[src/rtl/eesf_pkg.sv]
// Package for the exact envelope segment fitter.
// Holds widths, controller state type and the command/status structs.
package eesf_pkg;

  localparam int MaxTicksDef  = 256;
  localparam int MaxPointsDef = 12;
  localparam int ValW         = 7;
  localparam int CfgW         = 9;
  localparam int TickOutW     = 8;

  localparam logic [0:0] CfgLoop    = 1'b0;
  localparam logic [0:0] CfgRelease = 1'b1;

  typedef enum logic [3:0] {
    ST_LOAD,
    ST_SEG_INIT,
    ST_SEG_A,
    ST_RD_END,
    ST_CAP_E,
    ST_RD_K,
    ST_CMP,
    ST_COMMIT,
    ST_EMIT_PT,
    ST_EMIT_RD,
    ST_EMIT,
    ST_FAIL
  } state_e;

  typedef struct packed {
    logic load;
    logic seg_init;
    logic cap_a;
    logic rd_end;
    logic cap_e;
    logic rd_k;
    logic k_next;
    logic accept_end;
    logic commit;
    logic emit_pt;
    logic emit_rd;
    logic emit_next;
  } cmd_t;

  typedef struct packed {
    logic last_in;
    logic seg_done;
    logic end_at_len;
    logic k_at_end;
    logic k_kept;
    logic on_line;
    logic overflow;
    logic emit_last;
  } sts_t;

endpackage

[src/rtl/eesf_datapath.sv]
// Datapath of the envelope segment fitter: tick store, point store,
// a multiply-compare line test and the segment search counters. Uses eesf_pkg.
module eesf_datapath #(
  parameter int MaxTicks  = eesf_pkg::MaxTicksDef,
  parameter int MaxPoints = eesf_pkg::MaxPointsDef
) (
  input  logic                          clk_i,
  input  logic                          rst_ni,
  input  eesf_pkg::cmd_t                cmd_i,
  output eesf_pkg::sts_t                sts_o,
  input  logic [eesf_pkg::ValW-1:0]     sample_value_i,
  input  logic                          last_sample_i,
  input  logic signed [eesf_pkg::CfgW-1:0] loop_tick_i,
  input  logic signed [eesf_pkg::CfgW-1:0] release_tick_i,
  output logic [eesf_pkg::TickOutW-1:0] point_tick_o,
  output logic [eesf_pkg::ValW-1:0]     point_value_o,
  output logic                          is_loop_point_o,
  output logic                          is_release_point_o,
  output logic                          last_point_o
);
  localparam int AW  = $clog2(MaxTicks);
  localparam int CW  = $clog2(MaxTicks + 1);
  localparam int PAW = $clog2(MaxPoints);
  localparam int PCW = $clog2(MaxPoints + 2);
  localparam int KW  = (CW > eesf_pkg::CfgW) ? CW : eesf_pkg::CfgW;
  localparam int MW  = eesf_pkg::ValW + CW + 4;

  logic [eesf_pkg::ValW-1:0] tick_mem [MaxTicks];
  logic [AW-1:0]             pt_mem [MaxPoints];

  logic [CW-1:0]  cnt_q, cnt_d, len_q;
  logic [CW-1:0]  start_q, end_q, best_q, k_q;
  logic [PCW-1:0] n_q, ei_q;
  logic [eesf_pkg::ValW-1:0] a_q, e_val_q, rd_q;
  logic [AW-1:0]  et_q;
  logic [AW-1:0]  rd_addr;
  logic           rd_en;
  logic           end_at_len;

  assign cnt_d = (cnt_q < CW'(MaxTicks)) ? cnt_q + CW'(1) : cnt_q;
  assign end_at_len = (end_q >= len_q);

  always_comb begin
    rd_addr = et_q;
    if (cmd_i.seg_init) begin
      rd_addr = start_q[AW-1:0];
    end else if (cmd_i.rd_end) begin
      rd_addr = end_q[AW-1:0];
    end else if (cmd_i.rd_k) begin
      rd_addr = k_q[AW-1:0];
    end
  end

  assign rd_en = cmd_i.seg_init || (cmd_i.rd_end && !end_at_len) || cmd_i.rd_k ||
                 cmd_i.emit_rd;

  always_ff @(posedge clk_i) begin
    if (cmd_i.load && cnt_q < CW'(MaxTicks)) begin
      tick_mem[cnt_q[AW-1:0]] <= sample_value_i;
    end
    if (rd_en) begin
      rd_q <= tick_mem[rd_addr];
    end
  end

  always_ff @(posedge clk_i) begin
    if (cmd_i.load && last_sample_i) begin
      pt_mem[0] <= '0;
    end
    if (cmd_i.commit && n_q < PCW'(MaxPoints)) begin
      pt_mem[n_q[PAW-1:0]] <= best_q[AW-1:0];
    end
    if (cmd_i.emit_pt) begin
      et_q <= pt_mem[ei_q[PAW-1:0]];
    end
  end

  always_ff @(posedge clk_i or negedge rst_ni) begin
    if (!rst_ni) begin
      cnt_q   <= '0;
      len_q   <= '0;
      start_q <= '0;
      end_q   <= '0;
      best_q  <= '0;
      k_q     <= '0;
      n_q     <= '0;
      ei_q    <= '0;
      a_q     <= '0;
      e_val_q <= '0;
    end else begin
      if (cmd_i.load) begin
        cnt_q <= last_sample_i ? CW'(0) : cnt_d;
        if (last_sample_i) begin
          len_q   <= cnt_d;
          start_q <= '0;
          n_q     <= PCW'(1);
          ei_q    <= '0;
        end
      end
      if (cmd_i.seg_init) begin
        best_q <= start_q + CW'(1);
        end_q  <= start_q + CW'(1);
      end
      if (cmd_i.cap_a) a_q <= rd_q;
      if (cmd_i.rd_end) k_q <= start_q + CW'(1);
      if (cmd_i.cap_e) e_val_q <= rd_q;
      if (cmd_i.k_next) k_q <= k_q + CW'(1);
      if (cmd_i.accept_end) begin
        best_q <= end_q;
        end_q  <= end_q + CW'(1);
      end
      if (cmd_i.commit) begin
        if (n_q <= PCW'(MaxPoints)) n_q <= n_q + PCW'(1);
        start_q <= best_q;
      end
      if (cmd_i.emit_next) ei_q <= ei_q + PCW'(1);
    end
  end

  // The truncated quotient equals the deviation exactly when the product
  // lies in the span-wide window next to deviation * span, on its sign's side.
  logic signed [eesf_pkg::ValW+1:0] diff, dev;
  logic [CW-1:0]                    off, span;
  logic signed [MW-1:0]             prod, lo, spw;
  logic                             on_line;
  assign diff = $signed({2'b00, e_val_q}) - $signed({2'b00, a_q});
  assign dev  = $signed({2'b00, rd_q}) - $signed({2'b00, a_q});
  assign off  = k_q - start_q;
  assign span = end_q - start_q;
  assign spw  = MW'($signed({1'b0, span}));
  assign prod = MW'(diff) * MW'($signed({1'b0, off}));
  assign lo   = MW'(dev) * spw;
  assign on_line = prod[MW-1] ? ((prod > lo - spw) && (prod <= lo))
                              : ((prod >= lo) && (prod < lo + spw));

  logic k_loop, k_rel;
  assign k_loop = !loop_tick_i[eesf_pkg::CfgW-1] &&
                  (KW'(k_q) == KW'(unsigned'(loop_tick_i)));
  assign k_rel  = !release_tick_i[eesf_pkg::CfgW-1] &&
                  (KW'(k_q) == KW'(unsigned'(release_tick_i)));

  always_comb begin
    sts_o.last_in    = last_sample_i;
    sts_o.seg_done   = (start_q + CW'(1) >= len_q);
    sts_o.end_at_len = end_at_len;
    sts_o.k_at_end   = (k_q >= end_q);
    sts_o.k_kept     = (k_q == CW'(0)) || (k_q == len_q - CW'(1)) || k_loop || k_rel;
    sts_o.on_line    = on_line;
    sts_o.overflow   = (n_q > PCW'(MaxPoints));
    sts_o.emit_last  = (ei_q + PCW'(1) == n_q);
  end

  assign point_tick_o       = eesf_pkg::TickOutW'(et_q);
  assign point_value_o      = rd_q;
  assign is_loop_point_o    = !loop_tick_i[eesf_pkg::CfgW-1] &&
                              (KW'(et_q) == KW'(unsigned'(loop_tick_i)));
  assign is_release_point_o = !release_tick_i[eesf_pkg::CfgW-1] &&
                              (KW'(et_q) == KW'(unsigned'(release_tick_i)));
  assign last_point_o       = sts_o.emit_last;
endmodule

[src/rtl/eesf_ctrl.sv]
// Controller of the envelope segment fitter: sequences load, search,
// line checks, commit and emission. Uses eesf_pkg.
module eesf_ctrl (
  input  logic           clk_i,
  input  logic           rst_ni,
  input  logic           in_valid_i,
  output logic           in_stall_o,
  output logic           out_valid_o,
  input  logic           out_stall_i,
  output logic           fail_o,
  output eesf_pkg::cmd_t cmd_o,
  input  eesf_pkg::sts_t sts_i
);
  eesf_pkg::state_e state_q, state_d;

  always_ff @(posedge clk_i or negedge rst_ni) begin
    if (!rst_ni) begin
      state_q <= eesf_pkg::ST_LOAD;
    end else begin
      state_q <= state_d;
    end
  end

  logic in_acc;
  assign in_acc = in_valid_i && !in_stall_o;

  always_comb begin
    state_d = state_q;
    case (state_q)
      eesf_pkg::ST_LOAD:     if (in_acc && sts_i.last_in) state_d = eesf_pkg::ST_SEG_INIT;
      eesf_pkg::ST_SEG_INIT: begin
        if (sts_i.overflow) state_d = eesf_pkg::ST_FAIL;
        else if (sts_i.seg_done) state_d = eesf_pkg::ST_EMIT_PT;
        else state_d = eesf_pkg::ST_SEG_A;
      end
      eesf_pkg::ST_SEG_A:    state_d = eesf_pkg::ST_RD_END;
      eesf_pkg::ST_RD_END:   state_d = sts_i.end_at_len ? eesf_pkg::ST_COMMIT
                                                        : eesf_pkg::ST_CAP_E;
      eesf_pkg::ST_CAP_E:    state_d = eesf_pkg::ST_RD_K;
      eesf_pkg::ST_RD_K: begin
        if (sts_i.k_at_end) state_d = eesf_pkg::ST_RD_END;
        else if (sts_i.k_kept) state_d = eesf_pkg::ST_COMMIT;
        else state_d = eesf_pkg::ST_CMP;
      end
      eesf_pkg::ST_CMP:      state_d = sts_i.on_line ? eesf_pkg::ST_RD_K
                                                     : eesf_pkg::ST_COMMIT;
      eesf_pkg::ST_COMMIT:   state_d = eesf_pkg::ST_SEG_INIT;
      eesf_pkg::ST_EMIT_PT:  state_d = eesf_pkg::ST_EMIT_RD;
      eesf_pkg::ST_EMIT_RD:  state_d = eesf_pkg::ST_EMIT;
      eesf_pkg::ST_EMIT: begin
        if (!out_stall_i) state_d = sts_i.emit_last ? eesf_pkg::ST_LOAD
                                                    : eesf_pkg::ST_EMIT_PT;
      end
      eesf_pkg::ST_FAIL:     if (!out_stall_i) state_d = eesf_pkg::ST_LOAD;
      default:               state_d = eesf_pkg::ST_LOAD;
    endcase
  end

  always_comb begin
    cmd_o       = '0;
    in_stall_o  = 1'b1;
    out_valid_o = 1'b0;
    fail_o      = 1'b0;
    case (state_q)
      eesf_pkg::ST_LOAD: begin
        in_stall_o = 1'b0;
        cmd_o.load = in_valid_i;
      end
      eesf_pkg::ST_SEG_INIT: cmd_o.seg_init = 1'b1;
      eesf_pkg::ST_SEG_A:    cmd_o.cap_a = 1'b1;
      eesf_pkg::ST_RD_END:   cmd_o.rd_end = 1'b1;
      eesf_pkg::ST_CAP_E:    cmd_o.cap_e = 1'b1;
      eesf_pkg::ST_RD_K: begin
        cmd_o.rd_k       = 1'b1;
        cmd_o.accept_end = sts_i.k_at_end;
      end
      eesf_pkg::ST_CMP:      cmd_o.k_next = sts_i.on_line;
      eesf_pkg::ST_COMMIT:   cmd_o.commit = 1'b1;
      eesf_pkg::ST_EMIT_PT:  cmd_o.emit_pt = 1'b1;
      eesf_pkg::ST_EMIT_RD:  cmd_o.emit_rd = 1'b1;
      eesf_pkg::ST_EMIT: begin
        out_valid_o     = 1'b1;
        cmd_o.emit_next = !out_stall_i;
      end
      eesf_pkg::ST_FAIL: begin
        out_valid_o = 1'b1;
        fail_o      = 1'b1;
      end
      default: cmd_o = '0;
    endcase
  end
endmodule

[src/rtl/exact_envelope_segment_fitter_unit.sv]
// Top level of the exact envelope segment fitter.
// Holds the configuration registers; instantiates eesf_ctrl and eesf_datapath.
//
//  channel | handshake               | payload
//  input   | in_valid_i/in_stall_o   | sample_value_i, last_sample_i
//  output  | out_valid_o/out_stall_i | point_tick_o .. fit_failed_o
//  config  | cfg_valid_i/cfg_ready_o | cfg_index_i, cfg_data_i
// Ticks load at one a cycle while the block is idle; the input stalls from the last tick
// until the final beat is taken. A segment opens in SEG_INIT and SEG_A, reads each
// candidate end in RD_END and CAP_E, checks interior ticks in RD_K and CMP and commits.
// Points go out via EMIT_PT, EMIT_RD and EMIT, a failure as one beat. Async reset clears
// counters and most registers but not the stores; an output stall holds the current beat.
module exact_envelope_segment_fitter_unit #(
  parameter int MaxTicks  = eesf_pkg::MaxTicksDef,
  parameter int MaxPoints = eesf_pkg::MaxPointsDef
) (
  input  logic                          clk_i,
  input  logic                          rst_ni,
  input  logic                          in_valid_i,
  output logic                          in_stall_o,
  input  logic [eesf_pkg::ValW-1:0]     sample_value_i,
  input  logic                          last_sample_i,
  output logic                          out_valid_o,
  input  logic                          out_stall_i,
  output logic [eesf_pkg::TickOutW-1:0] point_tick_o,
  output logic [eesf_pkg::ValW-1:0]     point_value_o,
  output logic                          is_loop_point_o,
  output logic                          is_release_point_o,
  output logic                          last_point_o,
  output logic                          fit_failed_o,
  input  logic                          cfg_valid_i,
  output logic                          cfg_ready_o,
  input  logic [0:0]                    cfg_index_i,
  input  logic [eesf_pkg::CfgW-1:0]     cfg_data_i
);
  logic signed [eesf_pkg::CfgW-1:0] loop_q, rel_q;
  eesf_pkg::cmd_t cmd;
  eesf_pkg::sts_t sts;
  logic fail;
  logic [eesf_pkg::TickOutW-1:0] pt;
  logic [eesf_pkg::ValW-1:0] pv;
  logic il, ir, lp;

  assign cfg_ready_o = 1'b1;

  always_ff @(posedge clk_i or negedge rst_ni) begin
    if (!rst_ni) begin
      loop_q <= '1;
      rel_q  <= '1;
    end else if (cfg_valid_i) begin
      if (cfg_index_i == eesf_pkg::CfgLoop) loop_q <= cfg_data_i;
      if (cfg_index_i == eesf_pkg::CfgRelease) rel_q <= cfg_data_i;
    end
  end

  eesf_ctrl u_ctrl (
    .clk_i, .rst_ni, .in_valid_i, .in_stall_o, .out_valid_o, .out_stall_i,
    .fail_o(fail), .cmd_o(cmd), .sts_i(sts)
  );

  eesf_datapath #(.MaxTicks(MaxTicks), .MaxPoints(MaxPoints)) u_dp (
    .clk_i, .rst_ni, .cmd_i(cmd), .sts_o(sts), .sample_value_i, .last_sample_i,
    .loop_tick_i(loop_q), .release_tick_i(rel_q), .point_tick_o(pt),
    .point_value_o(pv), .is_loop_point_o(il), .is_release_point_o(ir),
    .last_point_o(lp)
  );

  assign point_tick_o       = fail ? '0 : pt;
  assign point_value_o      = fail ? '0 : pv;
  assign is_loop_point_o    = !fail && il;
  assign is_release_point_o = !fail && ir;
  assign last_point_o       = fail || lp;
  assign fit_failed_o       = fail;
endmodule
[config.mk]
export PLATFORM = sky130hd
export DESIGN_NAME = exact_envelope_segment_fitter_unit
export DESIGN_NICKNAME = d
export VERILOG_FILES = /design/src/rtl/eesf_pkg.sv /design/src/rtl/eesf_datapath.sv /design/src/rtl/eesf_ctrl.sv /design/src/rtl/exact_envelope_segment_fitter_unit.sv
export SDC_FILE = /design/constraint.sdc
export NUM_CORES = 2
export LEC_CHECK = 0
export BUFFER_PORTS_ARGS = -buffer_cell sky130_fd_sc_hd__buf_4
export CELL_PAD_IN_SITES_DETAIL_PLACEMENT = 1
export CELL_PAD_IN_SITES_GLOBAL_PLACEMENT = 1
export CORE_MARGIN = 2
export CORE_UTILIZATION = 53
export CTS_CLUSTER_DIAMETER = 60
export DETAILED_ROUTE_END_ITERATION = 16
export GPL_TIMING_DRIVEN = 0
export MAX_ROUTING_LAYER = met4
export PLACE_DENSITY = 0.8
export SYNTH_ARGS = -nofsm -noshare
export SYNTH_HDL_FRONTEND = slang
export SYNTH_SLANG_ARGS = --single-unit
[constraint.sdc]
create_clock -name clk_i -period 11.55 [get_ports clk_i]
set_input_delay 0.5775 -clock clk_i [delete_from_list [all_inputs] [get_ports clk_i]]
set_output_delay 0.5775 -clock clk_i [all_outputs]
set_load 0.01 [all_outputs]
* Yosys cells after proc, flatten, opt, wreduce, memory -nomap -nowiden
Memory sizes are Yosys's and may differ from the RTL's. A register that Yosys moved wholly into a read port is not among the register bits.
Cells that the tools add are included.
** Word-level totals
- Memory bits (writable) :: 1888
- Input port bits :: 23
- Output and inout port bits :: 22
- Flip-flop bits (word level) :: 98
- Memories :: 2
** Operators by class
- Add/subtract/negate cells :: 13
- Equal/unequal tests :: 20
- Reductions and logical operators :: 42
- Magnitude comparators :: 11
- Multiplexer cells :: 58
- Bitwise gates (word level) :: 1
- Multipliers :: 2
** Memories
- u_dp.tick_mem :: depth 256, bits a word 7, rd ports 1, clocked after Yosys merged registers in 1, wr ports 1, RTL line eesf_datapath.sv:28 : logic [eesf_pkg::ValW-1:0] tick_mem [MaxTicks];
- u_dp.pt_mem :: depth 12, bits a word 8, rd ports 1, clocked after Yosys merged registers in 1, wr ports 1, RTL line eesf_datapath.sv:29 : logic [AW-1:0] pt_mem [MaxPoints];
** Operators with widths (number)
- $mux W9 :: 10
- $mux W4 :: 15
- $pmux W4 S12 :: 1
- $mux W8 :: 5
- $add A9 B1 Y9 const B :: 4
- $mul A8 B10 Y18 :: 2
- $eq A9 B9 Y1 :: 3
- $ge A9 B9 Y1 :: 3
- $mux W1 :: 24
- $add A20 B10 Y20 :: 1
- $ge A20 B20 Y1 :: 1
- $gt A20 B20 Y1 :: 1
- $le A20 B20 Y1 :: 1
- $lt A20 B20 Y1 :: 1
- $sub A20 B10 Y20 :: 1
- $eq A8 B9 Y1 :: 2
- $sub A9 B9 Y9 :: 2
- $eq A4 B3 Y1 const B :: 4
- $eq A4 B4 Y1 const B :: 4
- $sub A7 B7 Y8 :: 2
- $logic_and A1 B1 Y1 :: 14
- $reduce_bool A2 Y1 :: 6
- $reduce_and A2 Y1 :: 5
- $logic_not A9 Y1 :: 1
- other kinds (19) :: 34

* Logic depth before layout (Yosys ltp)
- Word-level depth :: 8
- Mapped depth :: 43
- Mapped depth without buffers :: 42

* By module
Synthesis repeated with hierarchy kept, for this count alone.
** Unflattened totals
- Cell total of the unflattened synthesis :: 7042
- Area, all modules :: 90332.9 sq um
** By module, submodules not included
- eesf_datapath :: seq. area each 59046.6 sq um, cells an instance 6923, area an instance 89015.4 sq um, times used 1
- exact_envelope_segment_fitter_unit :: seq. area each 473.0 sq um, cells an instance 60, area an instance 884.6 sq um, times used 1
- eesf_ctrl :: seq. area each 100.1 sq um, cells an instance 59, area an instance 432.9 sq um, times used 1

* Worst setup path after synthesis
No wires, ideal clock.
- Path type :: register -> register
- Start point :: reg u_dp.start_q[1]
- End point :: reg u_dp.k_q[5]
- Arrival :: 8.604 ns
- Path buffers :: 0
- Setup slack :: 2.807 ns
- Cell stages (with the launch flop) :: 38
- Clock period less this slack :: 8.743 ns
- Cell sequence :: dfrtp_1 -> inv_1 -> ha_1 -> nor2b_1 -> o21ai_0 -> nand2b_1 -> a21o_1 -> a21o_1 -> a21o_1 -> a21oi_1 -> xor2_1 -> or2_2 -> fa_1 -> fa_1 -> fa_1 -> fa_1 -> inv_1 -> ha_1 -> (+2 left out) -> a21oi_1 -> xnor2_1 -> inv_1 -> a21oi_1 -> nand3_1 -> nor3_1 -> xnor2_1 -> ha_1 -> a21o_1 -> a2111oi_0 -> a21boi_0 -> o311ai_0 -> nand3_1 -> mux2i_1 -> nand4_2 -> or2_2 -> o32ai_1 -> a31oi_1
** Between the ends
- Longest elaborated chain between the ends :: 8
- Elaborated cells between the ends (all ways) :: 18
- Classes of those cells :: add/sub (5); mul (2); order compare (4); mux (4); reduce/logical (3)
** Ends and longest elaborated chain
- from (decl) :: RTL line eesf_datapath.sv:32 : logic [CW-1:0] start_q, end_q, best_q, k_q;
- from (signal assigned) :: RTL line eesf_datapath.sv:114 : start_q <= best_q;
- $sub A9 B9 Y9 :: RTL line eesf_datapath.sv:129 : assign span = end_q - start_q;
- $mul A8 B10 Y18 :: RTL line eesf_datapath.sv:132 : assign lo = MW'(dev) * spw;
- $add A20 B10 Y20 / $sub A20 B10 Y20 (equally long branches) :: RTL line eesf_datapath.sv:134, eesf_datapath.sv:133
- $lt A20 B20 Y1 / $gt A20 B20 Y1 (equally long branches) :: RTL line eesf_datapath.sv:134, eesf_datapath.sv:133
- $logic_and A1 B1 Y1 (on tied branches) :: RTL line eesf_datapath.sv:134, eesf_datapath.sv:133
- $mux W1 :: RTL line eesf_datapath.sv:133 : assign on_line = prod[MW-1] ? ((prod > lo - spw) && (prod <= lo))
- $mux W1 :: RTL line eesf_ctrl.sv:64 : case (state_q)
- $mux W9 / $reduce_bool A2 Y1 (equally long branches)
- to (signal assigned) :: RTL line eesf_datapath.sv:105 : if (cmd_i.rd_end) k_q <= start_q + CW'(1);
- to (signal assigned) :: RTL line eesf_datapath.sv:107 : if (cmd_i.k_next) k_q <= k_q + CW'(1);
- to (decl) :: RTL line eesf_datapath.sv:32
Several ways; a longest one is shown, not always the timed one. The select of a mux whose other input is x is not followed.
A chain may end at the register's enable or synchronous reset.

* Worst setup path after layout
- Start point :: reg u_dp.end_q[0]
- End point :: reg u_dp.k_q[5]
** Between the ends
- Longest elaborated chain between the ends :: 8
- Elaborated cells between the ends (all ways) :: 14
- Classes of those cells :: add/sub (3); mul (1); order compare (4); mux (3); reduce/logical (3)
** Ends and longest elaborated chain
- from (decl) :: RTL line eesf_datapath.sv:32
- from (signal assigned) :: RTL line eesf_datapath.sv:102 : end_q <= start_q + CW'(1);
- from (signal assigned) :: RTL line eesf_datapath.sv:110 : end_q <= end_q + CW'(1);
- $sub A9 B9 Y9 (*) :: RTL line eesf_datapath.sv:129
- $mul A8 B10 Y18 :: RTL line eesf_datapath.sv:132
- $add A20 B10 Y20 / $sub A20 B10 Y20 (equally long branches) :: RTL line eesf_datapath.sv:134, eesf_datapath.sv:133
- $lt A20 B20 Y1 / $gt A20 B20 Y1 (equally long branches) :: RTL line eesf_datapath.sv:134, eesf_datapath.sv:133
- $logic_and A1 B1 Y1 (on tied branches) :: RTL line eesf_datapath.sv:134, eesf_datapath.sv:133
- $mux W1 (*) :: RTL line eesf_datapath.sv:133
- $mux W1 (*) :: RTL line eesf_ctrl.sv:64
- $mux W9 / $reduce_bool A2 Y1 (equally long branches)
Mark *: on every way between the ends. The rest lies on a longest branch, timed or not.

==> results.toml <==
[yosys]
synth_ff_type = "edfxtp_1"
netlist_area_sq_um = 89700
synth_top_area_share_pct = 63.7
synth_seq_cells = 2001
syn-num-nets = 7320
synth_area_leaders = "edfxtp_1 (64%), nand2_1 (5.3%), mux2i_1 (4.0%), ha_1 (3.1%), dfrtp_1 (2.2%)"
synth_edf_count = 1903
yosys.area.top_type = "edfxtp_1"
postSynthAreaPerCell_sq_um = 12.8
ys_warn_count = 0
yosysSeqAreaShare_pct = 66.5
ys_types = 79
async_flop_share_pct = 4.90
synth_cells = 6981

[hold_path]
hold_path_depth = 1
min-delay-start = "sample_value_i[5]"
hold_class = "primary input to flop"
hold_end = "u_dp.tick_mem[166][5]"

[place]
hpwl_um = 226000
io_buffers = 43
place_congestion = 1.01
place_ws_ps = 291
dpl_cell_area_sq_um = 93100

[sta]
fin_ws_ps = 686
tightest_slew_ps = 1630
grt_setup_unrepaired = "false"
fin_crit_ps = 10860
slew_headroom_pct = -8.39
post-route-period-util_pct = 94.1
whs_ps = 119
fin_skew_ps = 76.9
timing.fmax_mhz = 92.0
hold_viol = 0
final-setup-viol-count = 0
slew_violations = 66
setup_tns_ps = 0

[status]
failed_checks = "capacitance limit, slew limit"
status = "finished, violations left"

[final_layout]
final_nets = 7595
syn2layout_area_growth_pct = 11.6
largest_register_ffs = 1792
fin_area_sq_um = 100000
drive_above_1_share_pct = 7.25
n_fill_cell = 16230

[worst_setup_path]
critical_path_required_ps = 12250
cp_common_cell = "fa_1"
reg2reg_from = "u_dp.end_q[0]"
slowest_delay_ps = 820
start_kind = "flop"
worst-path-stages = 38
reg2reg_to = "u_dp.k_q[5]"
cp_slowest_cell = "xnor2_1"
reg2reg_setup_slack_ps = 690
arrival_ps = 11560
crit_buf_inv = 4
critical_path.top_delay_family = "adder cells"
cp_max_fo = 9
crit_path_end_kind = "flop"
r2r_cells = 38
crit_type = "flop to flop"

[clock_network]
clkTransAtPathRegs_ps = 70
cts_tree = "done"
clk_latency_ps = 910
htree_levels = 4
post-cts-setup-buffers = 0
numCtsBuffers = 203
cts_buffer_depth = 3
root_buffer = "clkbuf_16"
cts.sinks = 2001

[global_route]
grtUsageMet2_pct = 56.4
grt_use_total_pct = 38.6
grt_overflow = 0
grt_pass1_wl_um = 463000
grt_pass1_vias = 65651
grt_max_degree = 167
grtUsageMet1_pct = 49.6
met3_usage_pct = 10.6
top_usage_layer = "met2"
grt_antenna_before_repair = 30

[floorplan]
core_area_sq_um = 168000
die_h_um = 415
rows = 150
die_area_sq_um = 173000
ioPinCount = 45
die_w_um = 415
start_util_pct = 53.5

[drt]
final_antenna_net_count = 0
drt_first_pass_iters = 6
drc = 0
wl_per_cell_um = 34.2
vias_per_cell = 6.75
drt_wl_total_um = 330000
drtIter0Drc = 10314
routed-via-count = 65167

[run]
cap_violations = 8
[cell families (layout without fill, tap and decap cells)]
family	Yosys count	in the layout	share of synthesized area, %
AOI/OAI and AO/OA	980	980	7.06
other	1	27	0.00418
muxes	404	404	4.88
DFF	2001	2001	66.5
buffers and inverters	629	1073	2.78
and+or+nand+nor	2505	2505	12.2
xor gates and xnor gates	144	144	1.41
adders and majority gates	317	317	5.19
[layer usage]
| layer | wire length (um) | vias to the layer above |
|---|---|---|
| met2 | 146000 | 4834 |
| met1 | 120000 | 32940 |
| li1 | - | 26272 |
| met5 | 0 | - |
| met3 | 43300 | 1121 |
| met4 | 19700 | 0 |
[synthesized netlist by cell type (all sizes together), types with 80 or more instances]
cell type  number
nor2          433
mux2i         356
edfxtp       1903
nand2        1273
nor4           83
and3          118
ha            224
clkbuf        246
o21ai         165
a31oi          90
xnor2         110
nand3         344
a21oi         220
buf           168
a311oi         94
fa             92
o22ai         191
inv           215
dfrtp          80
[per-stage QoR]
| stage | util (%) | std cells |
|---|---|---|
| global route | 59.7 | 9648 |
| global placement | 55.4 | 9228 |
| finish | 59.7 | 9655 |
| detailed placement | 55.6 | 9241 |
| CTS | 59.6 | 9625 |
| floorplan | - | 6981 |
[placed cells by master, fill, tap and decap left out, types with 16 or more instances in the layout]
master and n:
edfxtp_1 1903, nand2_1 1273, nor2_1 433, mux2i_1 356, nand3_1 344, clkbuf_1 286, ha_1 224, a21oi_1 220
inv_1 215, clkbuf_16 204, o22ai_1 191, o21ai_0 163, and3_1 118, xnor2_1 108, a311oi_1 94, fa_1 92
a31oi_1 89, buf_2 87, nor4_1 83, dfrtp_1 79, buf_1 76, a21o_1 64, nor3_1 62, nand2b_1 48
clkinv_1 41, nor2b_1 39, buf_4 38, xor2_1 33, o2111ai_1 29, clkinv_2 29, nand4_1 27, diode_2 26
and2_1 25, mux4_2 24, mux2_2 24, o31ai_1 20, bufinv_16 19, dfstp_2 18, o21bai_1 16
[worst reg2reg max path: cells and delay by family (launching register included)]
family | cells | cell delay (ps)
adder cells (fa/ha/maj) | 8 | 3360
AND/OR/NAND/NOR | 10 | 2450
AO/OA/AOI/OAI | 12 | 2040
XOR/XNOR | 3 | 1430
buffers and inverters | 4 | 660
flip-flops | 1 | 500
multiplexers | 1 | 240
[timing repair]
| item | in CTS | in global routing |
|---|---|---|
| hold endpoints to repair | 19 | 81 |
| setup endpoints to repair | 0 | 10 |
| gates resized for setup | 0 | 5 |
| hold buffers | 10 | 1 |
[layout make-up]
type | instances | area, sq um | share of cell area (%)
inverter | 215 | 807 | 0.806
timing repair buffer | 70 | 865 | 0.864
multi-input combinational | 4351 | 27600 | 27.6
tap | 2204 | 2760 | 2.76
buffer | 414 | 1690 | 1.69
clock buffer | 248 | 5280 | 5.28
clock inverter | 126 | 1380 | 1.38
sequential | 2001 | 59600 | 59.6
antenna | 26 | 65.1 | 0.0650
[how the worst max path moves through the flow]
stage                     from           to  slack, ps
6_report         u_dp.end_q[0]  u_dp.k_q[5]        690
5_1_grt          u_dp.end_q[0]  u_dp.k_q[5]        120
4_1_cts        u_dp.start_q[1]  u_dp.k_q[4]        200
3_5_place_dp   u_dp.start_q[1]  u_dp.k_q[4]        290
3_3_place_gp   u_dp.start_q[1]  u_dp.k_q[4]        670
2_1_floorplan  u_dp.start_q[1]  u_dp.k_q[5]       2810
Power is not shown: default switching activity piles up to over one toggle a cycle in this logic, so the estimate is an artifact.
